$ cat src/sv/tlv_pkg.sv
// Package for the TLV tag value extractor: parser phase type, result record,
// register indexes and field widths. No dependencies.
`default_nettype none

package tlv_pkg;

  localparam int unsigned ByteW = 8;
  localparam int unsigned WordW = 16;
  localparam int unsigned CfgIdxW = 1;

  // Configuration register indexes
  localparam logic [CfgIdxW-1:0] CFG_WANTED_TAG   = 1'b0;
  localparam logic [CfgIdxW-1:0] CFG_OUT_CAPACITY = 1'b1;

  // Result kinds
  localparam logic KIND_VALUE   = 1'b0;
  localparam logic KIND_SUMMARY = 1'b1;

  typedef enum logic [1:0] {
    PH_HEADER  = 2'd0,
    PH_SKIP    = 2'd1,
    PH_DELIVER = 2'd2,
    PH_DONE    = 2'd3
  } phase_e;

  typedef struct packed {
    logic             kind;
    logic [ByteW-1:0] value_byte;
    logic             found;
    logic [WordW-1:0] value_length;
    logic             truncated;
    logic             last;
  } tlv_res_t;

endpackage

`default_nettype wire

$ cat src/sv/tlv_if.sv
// Valid/ready channel interfaces for the TLV extractor: byte input and result output.
// Depends on tlv_pkg for field widths.
`default_nettype none

interface tlv_in_if;
  import tlv_pkg::*;
  logic             valid;
  logic             ready;
  logic [ByteW-1:0] data_byte;
  logic             end_of_buffer;

  modport source (output valid, output data_byte, output end_of_buffer, input ready);
  modport sink   (input valid, input data_byte, input end_of_buffer, output ready);
endinterface

interface tlv_out_if;
  import tlv_pkg::*;
  logic             valid;
  logic             ready;
  logic             kind;
  logic [ByteW-1:0] value_byte;
  logic             found;
  logic [WordW-1:0] value_length;
  logic             truncated;
  logic             last;

  modport source (output valid, output kind, output value_byte, output found,
                  output value_length, output truncated, output last, input ready);
  modport sink   (input valid, input kind, input value_byte, input found,
                  input value_length, input truncated, input last, output ready);
endinterface

`default_nettype wire

$ cat src/sv/tlv_tag_value_extractor.sv
// Channel    Dir  Payload                                              Transfer
// in_i       in   data_byte[7:0], end_of_buffer                        valid & ready
// out_o      out  kind, value_byte, found, value_length, truncated,    valid & ready
//                 last
// cfg        in   cfg_idx_i, cfg_data_i[15:0]                          cfg_we_i
//
// One byte is taken per cycle while in_i.ready is high; the parser state updates
// at the transfer edge. Results go to a 4-entry queue and leave one per cycle
// while out_o.ready is high; an end-of-buffer value byte pushes two results.
// in_i.ready is high while the queue holds at most two results.
// Reset: parser in header phase, queue empty, wanted_tag 0, out_capacity 65535.
// Depends on tlv_pkg and tlv_if.
`default_nettype none

module tlv_tag_value_extractor (
  input  wire logic                        clk_i,
  input  wire logic                        rst_ni,
  input  wire logic                        cfg_we_i,
  input  wire logic [tlv_pkg::CfgIdxW-1:0] cfg_idx_i,
  input  wire logic [tlv_pkg::WordW-1:0]   cfg_data_i,
  tlv_in_if.sink                           in_i,
  tlv_out_if.source                        out_o
);
  import tlv_pkg::*;

  localparam int unsigned QDepth = 4;
  localparam int unsigned QPtrW  = 2;
  localparam int unsigned QCntW  = 3;

  // Configuration registers
  logic [WordW-1:0] wanted_tag_q, out_capacity_q;

  always_ff @(posedge clk_i or negedge rst_ni) begin
    if (!rst_ni) begin
      wanted_tag_q   <= '0;
      out_capacity_q <= '1;
    end else if (cfg_we_i) begin
      case (cfg_idx_i)
        CFG_WANTED_TAG:   wanted_tag_q   <= cfg_data_i;
        CFG_OUT_CAPACITY: out_capacity_q <= cfg_data_i;
        default: ;
      endcase
    end
  end

  // Parser state
  phase_e           phase_q, phase_d;
  logic [1:0]       hc_q, hc_d;
  logic [WordW-1:0] tag_q, tag_d, len_q, len_d, left_q, left_d, mlen_q, mlen_d;
  logic             seen_q, seen_d;

  logic accept;
  logic [WordW-1:0] hdr_len, left_dec;
  logic             hdr_match;

  // Result queue
  tlv_res_t         q_mem_q [QDepth];
  logic [QPtrW-1:0] wr_q, rd_q;
  logic [QCntW-1:0] cnt_q;

  assign in_i.ready = (cnt_q <= QCntW'(QDepth - 2));
  assign accept     = in_i.valid && in_i.ready;

  assign hdr_len   = {len_q[ByteW-1:0], in_i.data_byte};
  assign hdr_match = (tag_q == wanted_tag_q) && (hdr_len <= out_capacity_q);
  assign left_dec  = left_q - WordW'(1);

  // Next-state logic for the parser
  always_comb begin
    phase_d = phase_q;
    hc_d    = hc_q;
    tag_d   = tag_q;
    len_d   = len_q;
    left_d  = left_q;
    seen_d  = seen_q;
    mlen_d  = mlen_q;
    case (phase_q)
      PH_HEADER: begin
        hc_d = hc_q + 2'd1;
        if (!hc_q[1]) begin
          tag_d = {tag_q[ByteW-1:0], in_i.data_byte};
        end else begin
          len_d = hdr_len;
        end
        if (hc_q == 2'd3) begin
          left_d = hdr_len;
          if (hdr_match) begin
            seen_d  = 1'b1;
            mlen_d  = hdr_len;
            phase_d = (hdr_len == '0) ? PH_DONE : PH_DELIVER;
          end else begin
            phase_d = (hdr_len == '0) ? PH_HEADER : PH_SKIP;
          end
        end
      end
      PH_SKIP: begin
        left_d = left_dec;
        if (left_dec == '0) phase_d = PH_HEADER;
      end
      PH_DELIVER: begin
        left_d = left_dec;
        if (left_dec == '0) phase_d = PH_DONE;
      end
      default: ;
    endcase
  end

  // Result items for the byte being taken
  tlv_res_t val_res, sum_res, first_res;
  logic     val_vld, sum_vld;

  always_comb begin
    val_vld = (phase_q == PH_DELIVER);
    sum_vld = in_i.end_of_buffer;

    val_res            = '0;
    val_res.kind       = KIND_VALUE;
    val_res.value_byte = in_i.data_byte;
    val_res.last       = !in_i.end_of_buffer;

    sum_res              = '0;
    sum_res.kind         = KIND_SUMMARY;
    sum_res.found        = seen_d;
    sum_res.value_length = seen_d ? mlen_d : '0;
    sum_res.truncated    = seen_d && (phase_d == PH_DELIVER);
    sum_res.last         = 1'b1;

    first_res = val_vld ? val_res : sum_res;
  end

  // Parser registers: end of buffer returns the parser to its reset state
  always_ff @(posedge clk_i or negedge rst_ni) begin
    if (!rst_ni) begin
      phase_q <= PH_HEADER;
      hc_q    <= '0;
      tag_q   <= '0;
      len_q   <= '0;
      left_q  <= '0;
      seen_q  <= 1'b0;
      mlen_q  <= '0;
    end else if (accept) begin
      if (in_i.end_of_buffer) begin
        phase_q <= PH_HEADER;
        hc_q    <= '0;
        tag_q   <= '0;
        len_q   <= '0;
        left_q  <= '0;
        seen_q  <= 1'b0;
        mlen_q  <= '0;
      end else begin
        phase_q <= phase_d;
        hc_q    <= hc_d;
        tag_q   <= tag_d;
        len_q   <= len_d;
        left_q  <= left_d;
        seen_q  <= seen_d;
        mlen_q  <= mlen_d;
      end
    end
  end

  // Queue control
  logic             push1, push2, pop;
  logic [QCntW-1:0] n_push;

  assign push1  = accept && (val_vld || sum_vld);
  assign push2  = accept && val_vld && sum_vld;
  assign n_push = push2 ? QCntW'(2) : (push1 ? QCntW'(1) : '0);
  assign pop    = out_o.valid && out_o.ready;

  always_ff @(posedge clk_i or negedge rst_ni) begin
    if (!rst_ni) begin
      wr_q  <= '0;
      rd_q  <= '0;
      cnt_q <= '0;
    end else begin
      wr_q  <= wr_q + QPtrW'(n_push);
      rd_q  <= rd_q + QPtrW'(pop);
      cnt_q <= cnt_q + n_push - QCntW'(pop);
    end
  end

  // Queue storage
  always_ff @(posedge clk_i) begin
    if (push1) q_mem_q[wr_q] <= first_res;
    if (push2) q_mem_q[wr_q + QPtrW'(1)] <= sum_res;
  end

  // Output channel
  assign out_o.valid        = (cnt_q != '0);
  assign out_o.kind         = q_mem_q[rd_q].kind;
  assign out_o.value_byte   = q_mem_q[rd_q].value_byte;
  assign out_o.found        = q_mem_q[rd_q].found;
  assign out_o.value_length = q_mem_q[rd_q].value_length;
  assign out_o.truncated    = q_mem_q[rd_q].truncated;
  assign out_o.last         = q_mem_q[rd_q].last;

`ifndef SYNTHESIS
  a_cnt_bound: assert property (@(posedge clk_i) disable iff (!rst_ni)
    cnt_q <= QCntW'(QDepth))
    else $error("result queue overflow");

  a_skip_left: assert property (@(posedge clk_i) disable iff (!rst_ni)
    (phase_q == PH_SKIP || phase_q == PH_DELIVER) |-> (left_q != '0))
    else $error("skip or deliver phase with no bytes left");

  a_deliver_seen: assert property (@(posedge clk_i) disable iff (!rst_ni)
    (phase_q == PH_DELIVER || phase_q == PH_DONE) |-> seen_q)
    else $error("deliver or done phase without a match");

  a_summary_last: assert property (@(posedge clk_i) disable iff (!rst_ni)
    (out_o.valid && out_o.kind == KIND_SUMMARY) |-> out_o.last)
    else $error("summary result not marked last");

  a_eob_clear: assert property (@(posedge clk_i) disable iff (!rst_ni)
    (accept && in_i.end_of_buffer) |=> (phase_q == PH_HEADER && hc_q == '0 && !seen_q))
    else $error("parser not cleared after end of buffer");
`endif

endmodule

`default_nettype wire

$ cat src/flat_wrapper.sv
// flat-port wrapper written by rule: the top's interface ports become plain ports
module tlv_tag_value_extractor_flat import tlv_pkg::*;
  (clk_i, rst_ni, cfg_we_i, cfg_idx_i, cfg_data_i, in_i_valid, in_i_data_byte, in_i_end_of_buffer, in_i_ready, out_o_valid, out_o_kind, out_o_value_byte, out_o_found, out_o_value_length, out_o_truncated, out_o_last, out_o_ready);
  tlv_in_if in_i_i ();
  tlv_out_if out_o_i ();
  input  wire logic clk_i;
  input  wire logic rst_ni;
  input  wire logic cfg_we_i;
  input  wire logic [tlv_pkg::CfgIdxW-1:0] cfg_idx_i;
  input  wire logic [tlv_pkg::WordW-1:0] cfg_data_i;
  input wire logic [$bits(in_i_i.valid)-1:0] in_i_valid;
  input wire logic [$bits(in_i_i.data_byte)-1:0] in_i_data_byte;
  input wire logic [$bits(in_i_i.end_of_buffer)-1:0] in_i_end_of_buffer;
  output wire logic [$bits(in_i_i.ready)-1:0] in_i_ready;
  output wire logic [$bits(out_o_i.valid)-1:0] out_o_valid;
  output wire logic [$bits(out_o_i.kind)-1:0] out_o_kind;
  output wire logic [$bits(out_o_i.value_byte)-1:0] out_o_value_byte;
  output wire logic [$bits(out_o_i.found)-1:0] out_o_found;
  output wire logic [$bits(out_o_i.value_length)-1:0] out_o_value_length;
  output wire logic [$bits(out_o_i.truncated)-1:0] out_o_truncated;
  output wire logic [$bits(out_o_i.last)-1:0] out_o_last;
  input wire logic [$bits(out_o_i.ready)-1:0] out_o_ready;
  assign in_i_i.valid = in_i_valid;
  assign in_i_i.data_byte = in_i_data_byte;
  assign in_i_i.end_of_buffer = in_i_end_of_buffer;
  assign in_i_ready = in_i_i.ready;
  assign out_o_valid = out_o_i.valid;
  assign out_o_kind = out_o_i.kind;
  assign out_o_value_byte = out_o_i.value_byte;
  assign out_o_found = out_o_i.found;
  assign out_o_value_length = out_o_i.value_length;
  assign out_o_truncated = out_o_i.truncated;
  assign out_o_last = out_o_i.last;
  assign out_o_i.ready = out_o_ready;
  tlv_tag_value_extractor u_core (.clk_i(clk_i), .rst_ni(rst_ni), .cfg_we_i(cfg_we_i), .cfg_idx_i(cfg_idx_i), .cfg_data_i(cfg_data_i), .in_i(in_i_i), .out_o(out_o_i));
endmodule
$ cat config.mk
export PLATFORM = sky130hd
export DESIGN_NAME = tlv_tag_value_extractor_flat
export DESIGN_NICKNAME = d
export VERILOG_FILES = /design/src/sv/tlv_pkg.sv /design/src/sv/tlv_if.sv /design/src/sv/tlv_tag_value_extractor.sv /design/src/flat_wrapper.sv
export SDC_FILE = /design/constraint.sdc
export NUM_CORES = 1
export LEC_CHECK = 0
export ABC_AREA = 1
export BUFFER_PORTS_ARGS = -buffer_cell sky130_fd_sc_hd__buf_2
export CORE_ASPECT_RATIO = 0.5
export CORE_MARGIN = 1.5
export CORE_UTILIZATION = 45
export CTS_CLUSTER_SIZE = 25
export DETAILED_ROUTE_END_ITERATION = 12
export MAX_ROUTING_LAYER = met4
export PLACE_DENSITY_LB_ADDON = 0.05
export SYNTH_ARGS = -nofsm -noshare
export SYNTH_HDL_FRONTEND = slang
export SYNTH_SLANG_ARGS = --single-unit
$ cat constraint.sdc
create_clock -name clk_i -period 3.3 [get_ports clk_i]
set_input_delay 0.165 -clock clk_i [delete_from_list [all_inputs] [get_ports clk_i]]
set_output_delay 0.165 -clock clk_i [all_outputs]
set_load 0.05 [all_outputs]
== Word level (Yosys, flattened, before mapping) ==
Memories as Yosys holds them, arrays and structs flattened.
Index checks and enable logic that the tools add are counted.
Operators by class
  add/subtract/negate cells: 7
  order comparisons: 2
  equal/unequal tests: 7
  multiplexer cells: 35
  bitwise operators: 1
  reductions and logical operators: 23
Operators with widths (number)
  $mux 16: 10
  $logic_not 16->1: 2
  $pmux 16 s2: 1
  $mux 28: 1
  $mux 8: 3
  $eq 16x16->1: 1
  $le 16x16->1: 1
  $sub 16x1->16 const B: 1
  $mux 2: 7
  $mux 1: 11
  $reduce_and 3->1: 3
  $logic_and 1x1->1: 7
  $eq 2x2->1 const B: 3
  $pmux 2 s3: 1
  $reduce_and 2->1: 3
  $reduce_bool 3->1: 2
  $add 2x1->2 const B: 2
  $reduce_bool 2->1: 2
  $add 3x3->3: 1
  $le 3x2->1 const B: 1
  $mux 3: 1
  $ne 3x2->1 const B: 1
  $sub 3x1->3: 1
  $add 2x1->2: 1
  other kinds (8): 8
Storage, ports and cells
  flip-flop bits (word level): 100
  RAM bits: 112
  bits of input ports: 31
  output and inout port bits: 30
  logic and storage cells: 88
  memories: 1
Memory list
  u_core.q_mem_q: words 4, bits a word 28, read ports 1, clocked after memory_dff 0, wr ports 2, RTL line tlv_tag_value_extractor.sv:57  | tlv_res_t q_mem_q [QDepth];

== Logic depth before layout (Yosys ltp) ==
Gate-level depths: netlist of the first run.
  depth in word-level cells: 8
  gate-level depth with buffers: 20
  mapped depth without buffers: 20

== Worst setup path before layout of the first run ==
OpenSTA, ideal clock, no wires.
  path type: flip-flop to flip-flop
  from: register u_core.cnt_q[0]
  to: register u_core.cnt_q[2]
  library setup time: 0.079 ns
  data arrival time: 2.523 ns
  required time: 3.221 ns
  slack: 0.698 ns
  stages on the path, launching flop included: 9
  buffers on the path: 0
  period minus slack after synthesis: 2.602 ns
  cells stage by stage: dfrtp_1 a21oi_2 nand2_2 nor3_4 inv_2 ha_1 fa_1 xnor2_1 xor2_1
Between the ends
  longest elaborated chain between the ends: 7
  elaborated cells between the ends (all ways): 11
  classes of those cells: 2 x add/sub; 1 x order compare; 2 x mux; 6 x reduce/logical
RTL lines
  start, declared: RTL line tlv_tag_value_extractor.sv:59  | logic [QCntW-1:0] cnt_q;
  start signal, assigned: RTL line tlv_tag_value_extractor.sv:179  | cnt_q <= cnt_q + n_push - QCntW'(pop);
  $le 3x2->1 (*): RTL line tlv_tag_value_extractor.sv:61  | assign in_i.ready = (cnt_q <= QCntW'(QDepth - 2));
  via in_i_ready: RTL line flat_wrapper.sv:14  | output wire logic [$bits(in_i_i.ready)-1:0] in_i_ready;
  $logic_and 1x1->1 (*): RTL line tlv_tag_value_extractor.sv:62  | assign accept = in_i.valid && in_i.ready;
  $logic_and 1x1->1 (on tied branches): RTL line tlv_tag_value_extractor.sv:166, tlv_tag_value_extractor.sv:167
  $mux 1 or $logic_and 1x1->1 (tied branches): RTL line tlv_tag_value_extractor.sv:168, tlv_tag_value_extractor.sv:167
  $mux 3 (*): RTL line tlv_tag_value_extractor.sv:168  | assign n_push = push2 ? QCntW'(2) : (push1 ? QCntW'(1) : '0);
  $add 3x3->3 (*): RTL line tlv_tag_value_extractor.sv:179
  $sub 3x1->3 (*): RTL line tlv_tag_value_extractor.sv:179
The timed path passes the listed nets; every way through them passes the cells marked *.
A chain may end at the register's enable or synchronous reset.

==> results of run 1 <==
metrics by stage:
step            util  instances  total power, mW  cell area (um^2)
4_1_cts        0.527       1570             10.8             11600
3_5_place_dp   0.491       1516             8.55             10800
2_1_floorplan      -       1189             7.29             10200
3_3_place_gp   0.491       1516             8.48             10800
5_1_grt        0.527       1570             11.5             11600
6_report       0.527       1570             10.8             11600
repair_timing:
item,in CTS,in global routing
gates resized for setup,0,0
setup endpoints to repair,0,0
hold buffers,18,0
hold endpoints to repair,99,0
critical path, stage by stage (launching register included):
cell and delay [ns]:
dfstp_2 0.53, inv_1 0.04, ha_1 0.28, nand2_1 0.09, nor4_2 0.33, nand2_1 0.08
nand2_1 0.08, nand2_2 0.09, nand4_4 0.27, nand2_1 0.11, inv_2 0.21, nor2_4 0.05
inv_2 0.27, nor2_1 0.08
power by group through the flow:
stage               combinational, mW  sequential (mW)  clock [mW]
floorplan                        3.59             3.70           0
global placement                 4.69             3.79           0
detailed placement               4.74             3.80           0
CTS                              4.78             3.76        2.27
global route                     5.31             3.84        2.39
finish                           4.78             3.77        2.23
routing by layer:
layer  wire, um  vias to the layer above  global-route usage
met3       1300                       43              0.0362
met4        559                        0              0.0561
met1      13700                     3971               0.350
met5          0                        -                   -
li1           -                     4060                   -
met2      11500                      215               0.364
logic make-up (layout without fill, tap and decap cells):
| family | after synthesis | after routing | share of synthesized area |
|---|---|---|---|
| simple gates | 420 | 420 | 0.170 |
| compound gates | 307 | 307 | 0.161 |
| flops | 212 | 212 | 0.538 |
| buf+inv | 201 | 282 | 0.0778 |
| fa+ha+maj | 30 | 30 | 0.0375 |
| xor+xnor | 19 | 19 | 0.0163 |
sequential cells by signal (all words and copies together) (netlist names):
name and flops:
u_core.cnt_q 3, u_core.hc_q 2, u_core.left_q 16, u_core.len_q 8, u_core.mlen_q 16, u_core.out_capacity_q 16, u_core.phase_q 2, u_core.q_mem_q 112
u_core.rd_q 2, u_core.seen_q 1, u_core.tag_q 16, u_core.wanted_tag_q 16, u_core.wr_q 2
cell usage in the layout (no fill, tap or decap), types with 17 or more instances in the layout:
cell type / n
inv_1: 145
dfrtp_1: 84
buf_2: 59
o21ai_0: 191
edfxtp_1: 72
a21oi_1: 52
dlygate4sd3_1: 18
o22ai_1: 48
dfxtp_1: 40
ha_1: 29
buf_4: 17
nand3_1: 32
nor2_1: 179
nand2_1: 187
clkbuf_16: 21
final cells by class:
type,count,area [um^2],share of cell area
sequential,212,5490,0.474
multi-input combinational,776,3920,0.339
timing repair buffer,94,603,0.0521
inverter,152,571,0.0493
clock buffer,27,562,0.0486
tap,300,375,0.0324
clock inverter,9,48.8,0.00422
worst paths after layout:
check	endpoint	slack, ns
hold / removal	u_core.len_q[3]$_DFFE_PN0P_	0.01
hold reg to reg	u_core.q_mem_q[2][26]$_SDFFE_PP0P_	0.45
min in group asynchronous	u_core.wanted_tag_q[6]$_DFFE_PN0P_	0.41
max in group asynchronous	u_core.mlen_q[4]$_DFFE_PN0P_	2.00
setup reg to reg	u_core.q_mem_q[3][2]$_DFFE_PP_	0.51
setup / recovery	u_core.q_mem_q[3][2]$_DFFE_PP_	0.51
==> impl_metrics.env, run 1 <==
export IMPL_drt_wl_total_mm=27.1
export IMPL_switching_power_mw=4.83
export IMPL_first_global_vias=7949
export IMPL_synth_top_area_cell="edfxtp_1"
export IMPL_dieArea_um2=23600
export IMPL_reg2reg_from="u_core.out_capacity_q[15]$_DFFE_PN1P_"
export IMPL_irDropWorstVdd_mv=0.545
export IMPL_syn_avg_cell_area_um2=8.58
export IMPL_drive_above_1_share=0.117
export IMPL_die_w_um=216
export IMPL_cts_made_buffers=20
export IMPL_fmax_mhz=359
export IMPL_crit_start="u_core.out_capacity_q[15]$_DFFE_PN1P_"
export IMPL_clockPowerShare=0.207
export IMPL_rr_worst_depth=13
export IMPL_clockBufferDepth=3
export IMPL_cp_start_kind="flop"
export IMPL_syn_area_um2=10200
export IMPL_fin_hold_ws_ns=0.0135
export IMPL_synth_seq_area_share=0.538
export IMPL_combPwrFrac=0.444
export IMPL_yosys_top_cells_count="o21ai_0, nand2_1, nor2_1"
export IMPL_crit_type="reg2reg"
export IMPL_overflow=0
export IMPL_synth_edff_count=72
export IMPL_core_um2=22000
export IMPL_synth_ff_type="dfrtp_1"
export IMPL_vias=8289
export IMPL_synth_nets=1250
export IMPL_antenna_found_initial=0
export IMPL_critPathRequiredTime_ns=3.55
export IMPL_grt_usage=0.243
export IMPL_die_height_um=109
export IMPL_skew_ns=0.0135
export IMPL_htreeDepth=1
export IMPL_place_port_buffers=60
export IMPL_clk_latency_ns=0.51
export IMPL_io_pins=61
export IMPL_fin_crit_ns=2.79
export IMPL_p_seq_frac=0.350
export IMPL_dp_hpwl_mm=18.3
export IMPL_cp_arrival_ns=3.03
export IMPL_tritoncts="built"
export IMPL_p_int_mw=5.94
export IMPL_slew_limit_headroom=0.272
export IMPL_num_rows=38
export IMPL_drc_errors=0
export IMPL_yosys_warnings=0
export IMPL_area_growth_pct=13.4
export IMPL_clk_pin_slew_ns=0.07
export IMPL_synth_top_area_share=0.212
export IMPL_drt_initial_drc_count=650
export IMPL_tns_ns=0
export IMPL_async_reset_ff_frac=0.472
export IMPL_synth_seq_cells=212
export IMPL_p_leak_nw=4.94
export IMPL_rsz0062_at_grt="false"
export IMPL_yosys_cell_count_top_type="o21ai_0"
export IMPL_drtPass1Iterations=5
export IMPL_synthCells=1189
export IMPL_clockRootBuffer="clkbuf_16"
export IMPL_whs_path_depth=3
export IMPL_p_per_area_nw_per_um2=931
export IMPL_min_path_type="in2reg"
export IMPL_filler_cell_count=2096
export IMPL_gp_congestion=0.846
export IMPL_outcome="finished, final reports clean"
export IMPL_synth_distinct_cells=38
export IMPL_post_cts_buffers=0
export IMPL_slew_violations=0
export IMPL_initial_core_util=0.464
export IMPL_tightest_slew_ns=1.09
export IMPL_wire_per_inst_um=17.3
export IMPL_fin_ws_ns=0.511
export IMPL_pre_cts_ws_ns=0.572
export IMPL_hold_start="in_i_data_byte[3]"
export IMPL_drt_vias_per_instance=5.28
export IMPL_max_cap_violations=0
export IMPL_grt_max_degree=84
export IMPL_diodes=0
export IMPL_critPathCaptureType="flop"
export IMPL_cts_sinks=212
export IMPL_swShare=0.449
export IMPL_grt_pass1_wl_mm=43.2
export IMPL_synth_area_leaders="edfxtp_1, dfrtp_1, o21ai_0"
export IMPL_setup_viol=0
export IMPL_fin_crit_sh=0.845
export IMPL_crit_fanout=34
export IMPL_fin_nets=1317
export IMPL_finalHoldViolations=0
export IMPL_antenna_left=0
(Power assumes the default switching activity.)
==> run 2: changes to the inputs <==
==> constraint.sdc (replaced) <==
create_clock -name clk_i -period 2.7 [get_ports clk_i]
set_input_delay 0.135 -clock clk_i [delete_from_list [all_inputs] [get_ports clk_i]]
set_output_delay 0.135 -clock clk_i [all_outputs]
set_load 0.05 [all_outputs]
==> run 2 against run 1 <==
Against the previous run:
- worst hold slack improved by 0.0017 ns
- power increased by 26%
- critical path type unchanged
- highest routed layer unchanged
- register-to-register slack worse by 0.35 ns
- global-route usage up 0.86 points
- worst setup slack worse by 0.35 ns
==> impl_metrics.env, run 2 (synthesis results as in run 1) <==
export IMPL_min_path_type="in2reg"
export IMPL_diodes=0
export IMPL_antenna_left=0
export IMPL_crit_fanout=14
export IMPL_cts_sinks=212
export IMPL_vias=8328
export IMPL_cp_start_kind="flop"
export IMPL_critPathRequiredTime_ns=2.96
export IMPL_postPlaceCellArea_um2=10900
export IMPL_final_cell_mix="o21ai_0, nand2_1, nor2_1, inv_1, dfrtp_1"
export IMPL_largest_reg_flops=112
export IMPL_tns_ns=0
export IMPL_slew_limit_headroom=0.371
export IMPL_drc_errors=0
export IMPL_initial_core_util=0.464
export IMPL_reg2reg_to="u_core.q_mem_q[1][17]$_DFFE_PP_"
export IMPL_dpl_cell_count=1533
export IMPL_fin_hold_ws_ns=0.0152
export IMPL_rr_worst_depth=12
export IMPL_rsz0062_at_grt="true"
export IMPL_area_growth_pct=16.0
export IMPL_power_total_mw=13.6
export IMPL_slew_violations=0
export IMPL_antenna_found_initial=0
export IMPL_cp_arrival_ns=2.80
export IMPL_worstPathCellList="inv_1 > ha_1 > nand2_1 > nor4_2 > nand3_1 > nand2_2 > nand4_4 > buf_4 > nand2_1 > o21ai_0 > inv_1 > nor2_1"
export IMPL_io_pins=61
export IMPL_max_stage_delay_ns=0.53
export IMPL_tightest_slew_ns=0.942
export IMPL_r2r_slack_ns=0.16
export IMPL_grt_max_degree=59
export IMPL_p_leak_nw=5.06
export IMPL_fmax_mhz=394
export IMPL_fin_crit_ns=2.54
export IMPL_grt_usage=0.252
export IMPL_drt_initial_drc_count=751
export IMPL_skew_ns=0.00964
export IMPL_tritoncts="built"
export IMPL_pre_cts_ws_ns=0.128
export IMPL_clockBufferDepth=3
export IMPL_setup_viol=0
export IMPL_cts_made_buffers=21
export IMPL_dp_hpwl_mm=18.9
export IMPL_core_um2=22000
export IMPL_overflow=0
export IMPL_post_cts_buffers=0
export IMPL_num_rows=38
export IMPL_max_cap_violations=0
export IMPL_dieArea_um2=23600
export IMPL_fin_util=0.539
export IMPL_first_global_vias=8079
export IMPL_drt_vias_per_instance=5.23
export IMPL_hold_end="u_core.len_q[1]$_DFFE_PN0P_"
export IMPL_gp_congestion=0.893
export IMPL_top_register="u_core.q_mem_q"
export IMPL_whs_path_depth=3
export IMPL_slowest_stage="dfstp_2"
export IMPL_clockRootBuffer="clkbuf_16"
export IMPL_stdcell_area_um2=11800
export IMPL_htreeDepth=1
export IMPL_irDropWorstVdd_mv=0.637
export IMPL_grt_pass1_wl_mm=44.3
export IMPL_drtPass1Iterations=5
export IMPL_drt_wl_total_mm=27.8
export IMPL_die_height_um=109
export IMPL_clk_latency_ns=0.52
export IMPL_final_common_cell="o21ai_0"
export IMPL_fin_crit_sh=0.939
export IMPL_instances_no_fill=1592
export IMPL_die_w_um=216
export IMPL_fin_ws_ns=0.163
export IMPL_wire_per_inst_um=17.5
export IMPL_clk_pin_slew_ns=0.07
export IMPL_place_port_buffers=60
export IMPL_reg2reg_from="u_core.out_capacity_q[15]$_DFFE_PN1P_"
export IMPL_fin_nets=1338
export IMPL_drive_above_1_share=0.129
export IMPL_crit_type="reg2reg"
export IMPL_outcome="finished, final reports clean"
export IMPL_finalHoldViolations=0
export IMPL_critPathCaptureType="flop"
export IMPL_p_per_area_nw_per_um2=1150
export IMPL_hold_start="in_i_data_byte[1]"
run 2: cell count changes in the layout (fill, tap and decap cells not counted), moves of 2 or more:
cell	before	now
buf_4	17	32
bufinv_16	0	3
clkinv_1	0	6
dlygate4sd3_1	18	21
inv_1	145	142
inv_2	10	6
inv_4	1	3
run 2: worst max-delay path, delay by kind of cell (launching register included):
kind | cells | cell delay (ns)
adder cells (fa/ha/maj) | 1 | 0.29
AND/OR/NAND/NOR | 7 | 0.93
buffers and inverters | 3 | 0.45
AO/OA/AOI/OAI | 1 | 0.07
flip-flops | 1 | 0.53
run 2: layout make-up:
| type | count | area [um^2] |
|---|---|---|
| clock buffers | 25 | 551 |
| clock inverters | 13 | 139 |
| fillers | 2084 | 10100 |
| inverters | 152 | 579 |
| multi-input cells | 776 | 3930 |
| flip-flops and latches | 212 | 5490 |
| well taps | 300 | 375 |
| repair buffers | 114 | 777 |
run 2: where the power goes:
| group | internal (mW) | total [mW] | switching [mW] |
|---|---|---|---|
| logic | 1.71 | 5.95 | 4.24 |
| clock network | 1.74 | 3.03 | 1.29 |
| registers | 4.13 | 4.59 | 0.464 |
run 2: repair_timing:
item / 4_1_cts / 5_1_grt
endpoints found under the setup margin: 0 / 58
hold endpoints to repair: 70 / 0
hold buffers: 21 / 0
resized for setup: 0 / 10
run 2: worst max path at each step:
stage | startpoint | end | slack, ns
after CTS | u_core.out_capacity_q[15]$_DFFE_PN1P_ | u_core.q_mem_q[3][5]$_DFFE_PP_ | 0.12
final | u_core.out_capacity_q[15]$_DFFE_PN1P_ | u_core.q_mem_q[1][17]$_DFFE_PP_ | 0.16
after floorplan | u_core.cnt_q[0]$_DFF_PN0_ | u_core.cnt_q[2]$_DFF_PN0_ | 0.1
after global placement | u_core.out_capacity_q[15]$_DFFE_PN1P_ | u_core.q_mem_q[0][17]$_DFFE_PP_ | 0.19
after global routing | u_core.out_capacity_q[15]$_DFFE_PN1P_ | u_core.q_mem_q[1][17]$_DFFE_PP_ | -0.008
after detailed placement | u_core.out_capacity_q[15]$_DFFE_PN1P_ | u_core.q_mem_q[3][5]$_DFFE_PP_ | 0.13
run 2: layer usage:
layer / global-route usage / part of all wire
met4: 0.0600 / 0.020
met1: 0.357 / 0.50
met2: 0.378 / 0.42
met3: 0.0434 / 0.065
met5: - / 0
==> run 3: changes to the inputs <==
--- a/config.mk
+++ b/config.mk
@@ -7,13 +7,13 @@
 export LEC_CHECK = 0
 export ABC_AREA = 1
 export BUFFER_PORTS_ARGS = -buffer_cell sky130_fd_sc_hd__buf_2
-export CORE_ASPECT_RATIO = 0.5
 export CORE_MARGIN = 1.5
 export CORE_UTILIZATION = 45
 export CTS_CLUSTER_SIZE = 25
 export DETAILED_ROUTE_END_ITERATION = 12
 export MAX_ROUTING_LAYER = met4
 export PLACE_DENSITY_LB_ADDON = 0.05
+export SLEW_MARGIN = 0
 export SYNTH_ARGS = -nofsm -noshare
 export SYNTH_HDL_FRONTEND = slang
 export SYNTH_SLANG_ARGS = --single-unit
==> run 3 against run 2 <==
Against the previous run:
- register-to-register slack worse by 0.06 ns
- critical path depth up 1
- worst hold slack worse by 0.0025 ns
- first-iteration DRC count down 24%
- non-clock buffer count up 6
- flip-flop and latch count unchanged
- wire length down 1.1%
- power up 1.9%
- sequential power about the same
- worst setup slack worse by 0.060 ns
- design area up 2.3%
- largest cell class unchanged
==> impl_metrics.env, run 3 (synthesis results as in run 1) <==
export IMPL_outcome="finished, final reports clean"
export IMPL_final_cell_mix="nand2_1, o21ai_0, nor2_1, inv_1, dfrtp_1"
export IMPL_pre_cts_ws_ns=0.119
export IMPL_antenna_left=0
export IMPL_final_common_cell="nand2_1"
export IMPL_clockRootBuffer="clkbuf_16"
export IMPL_instances_no_fill=1584
export IMPL_dp_hpwl_mm=18.1
export IMPL_grt_pass1_wl_mm=43.7
export IMPL_io_pins=61
export IMPL_drtPass1Iterations=6
export IMPL_max_cap_violations=0
export IMPL_p_leak_nw=5.18
export IMPL_clk_pin_slew_ns=0.06
export IMPL_diodes=0
export IMPL_fin_nets=1347
export IMPL_setup_viol=0
export IMPL_antenna_found_initial=0
export IMPL_drt_initial_drc_count=572
export IMPL_drive_above_1_share=0.146
export IMPL_first_global_vias=8009
export IMPL_irDropWorstVdd_mv=0.558
export IMPL_overflow=0
export IMPL_dieArea_um2=23600
export IMPL_area_growth_pct=18.6
export IMPL_vias=8349
export IMPL_min_path_type="in2reg"
export IMPL_crit_type="reg2reg"
export IMPL_drt_vias_per_instance=5.27
export IMPL_fin_crit_ns=2.60
export IMPL_rsz0062_at_grt="true"
export IMPL_drt_wl_total_mm=27.5
export IMPL_power_total_mw=13.8
export IMPL_tightest_slew_ns=1.03
export IMPL_die_height_um=154
export IMPL_postPlaceCellArea_um2=10900
export IMPL_die_w_um=154
export IMPL_top_register="u_core.q_mem_q"
export IMPL_finalHoldViolations=0
export IMPL_dpl_cell_count=1514
export IMPL_p_per_area_nw_per_um2=1140
export IMPL_skew_ns=0.00907
export IMPL_initial_core_util=0.463
export IMPL_cts_made_buffers=24
export IMPL_slew_violations=0
export IMPL_clockBufferDepth=3
export IMPL_fin_ws_ns=0.104
export IMPL_filler_cell_count=2057
export IMPL_gp_congestion=0.874
export IMPL_critPathRequiredTime_ns=2.98
export IMPL_largest_reg_flops=112
export IMPL_core_um2=22000
export IMPL_cts_sinks=212
export IMPL_grt_max_degree=60
export IMPL_stdcell_area_um2=12100
export IMPL_num_rows=54
export IMPL_htreeDepth=1
export IMPL_wire_per_inst_um=17.4
export IMPL_crit_fanout=14
export IMPL_slew_limit_headroom=0.313
export IMPL_drc_errors=0
export IMPL_critPathCaptureType="flop"
export IMPL_cp_start_kind="flop"
export IMPL_clk_latency_ns=0.53
export IMPL_place_port_buffers=60
export IMPL_cp_arrival_ns=2.88
export IMPL_fin_crit_sh=0.962
export IMPL_fmax_mhz=385
export IMPL_grt_usage=0.241
export IMPL_tritoncts="built"
==> run 3: cell count changes in the layout (fill, tap and decap cells not counted), sizes merged <==
cell    previous run  this run
clkbuf            25        37
buf               93        97
clkinv             9         6
bufinv             3         2
==> run 3: power breakdown <==
part | switching [mW] | internal [mW] | total (mW)
sequential | 0.477 | 4.13 | 4.61
combinational | 4.16 | 1.76 | 5.92
clock | 1.33 | 1.97 | 3.30
total | 5.97 | 7.86 | 13.8
==> run 3: final timing paths <==
path	from	endpoint	slack, ns	depth (start not counted)
worst min-delay path	in_i_data_byte[6]	u_core.len_q[6]$_DFFE_PN0P_	0.01	4
min in group asynchronous	rst_ni	u_core.left_q[8]$_DFFE_PN0P_	0.21	2
worst max-delay path	u_core.out_capacity_q[8]$_DFFE_PN1P_	u_core.q_mem_q[3][15]$_DFFE_PP_	0.10	13
max in group asynchronous	rst_ni	u_core.out_capacity_q[10]$_DFFE_PN1P_	1.76	3
worst max register to register	u_core.out_capacity_q[8]$_DFFE_PN1P_	u_core.q_mem_q[3][15]$_DFFE_PP_	0.10	13
worst min register to register	u_core.q_mem_q[1][27]$_SDFFE_PP1P_	u_core.q_mem_q[1][27]$_SDFFE_PP1P_	0.45	2
==> run 3: metrics by stage <==
| stage | util | hold WS [ns] | TNS (ns) |
|---|---|---|---|
| 2_1_floorplan | - | -0.161 | 0 |
| 3_3_place_gp | 0.495 | 0.251 | 0 |
| 6_report | 0.549 | 0.0127 | 0 |
| 3_5_place_dp | 0.495 | 0.255 | 0 |
| 5_1_grt | 0.549 | 0.0716 | -1.11 |
| 4_1_cts | 0.541 | 0.00176 | 0 |
==> run 3: repair_timing <==
action                                 4_1_cts  5_1_grt
gates resized for setup                      0       30
setup endpoints to repair                    0       73
hold buffers                                21        0
endpoints found under the hold margin       88        0
setup buffers                                0        3
==> run 3: per-layer routing <==
metal / share of wire / vias to the layer above / track usage
met5: 0 / - / -
met4: 0.022 / 0 / 0.0652
met3: 0.049 / 43 / 0.0240
met2: 0.48 / 212 / 0.398
met1: 0.45 / 3968 / 0.320
li1: - / 4126 / -
==> run 3: final cells by class <==
class,count,area [um^2],area share
inverters,152,576,0.0476
clock inverters,9,106,0.00879
well taps,280,350,0.0289
repair buffers,120,891,0.0736
flip-flops and latches,212,5490,0.453
multi-input cells,776,4000,0.331
clock buffers,35,692,0.0572
==> run 3: critical path, stage by stage (launching register included) <==
cell	delay, ns
dfstp_2	0.53
inv_1	0.07
ha_4	0.28
nand2_4	0.05
nor4_4	0.30
nand3_1	0.13
nand2_2	0.13
nand4_4	0.17
buf_12	0.19
clkbuf_16	0.16
nand2_1	0.05
o21ai_0	0.07
inv_1	0.14
nor2_1	0.07
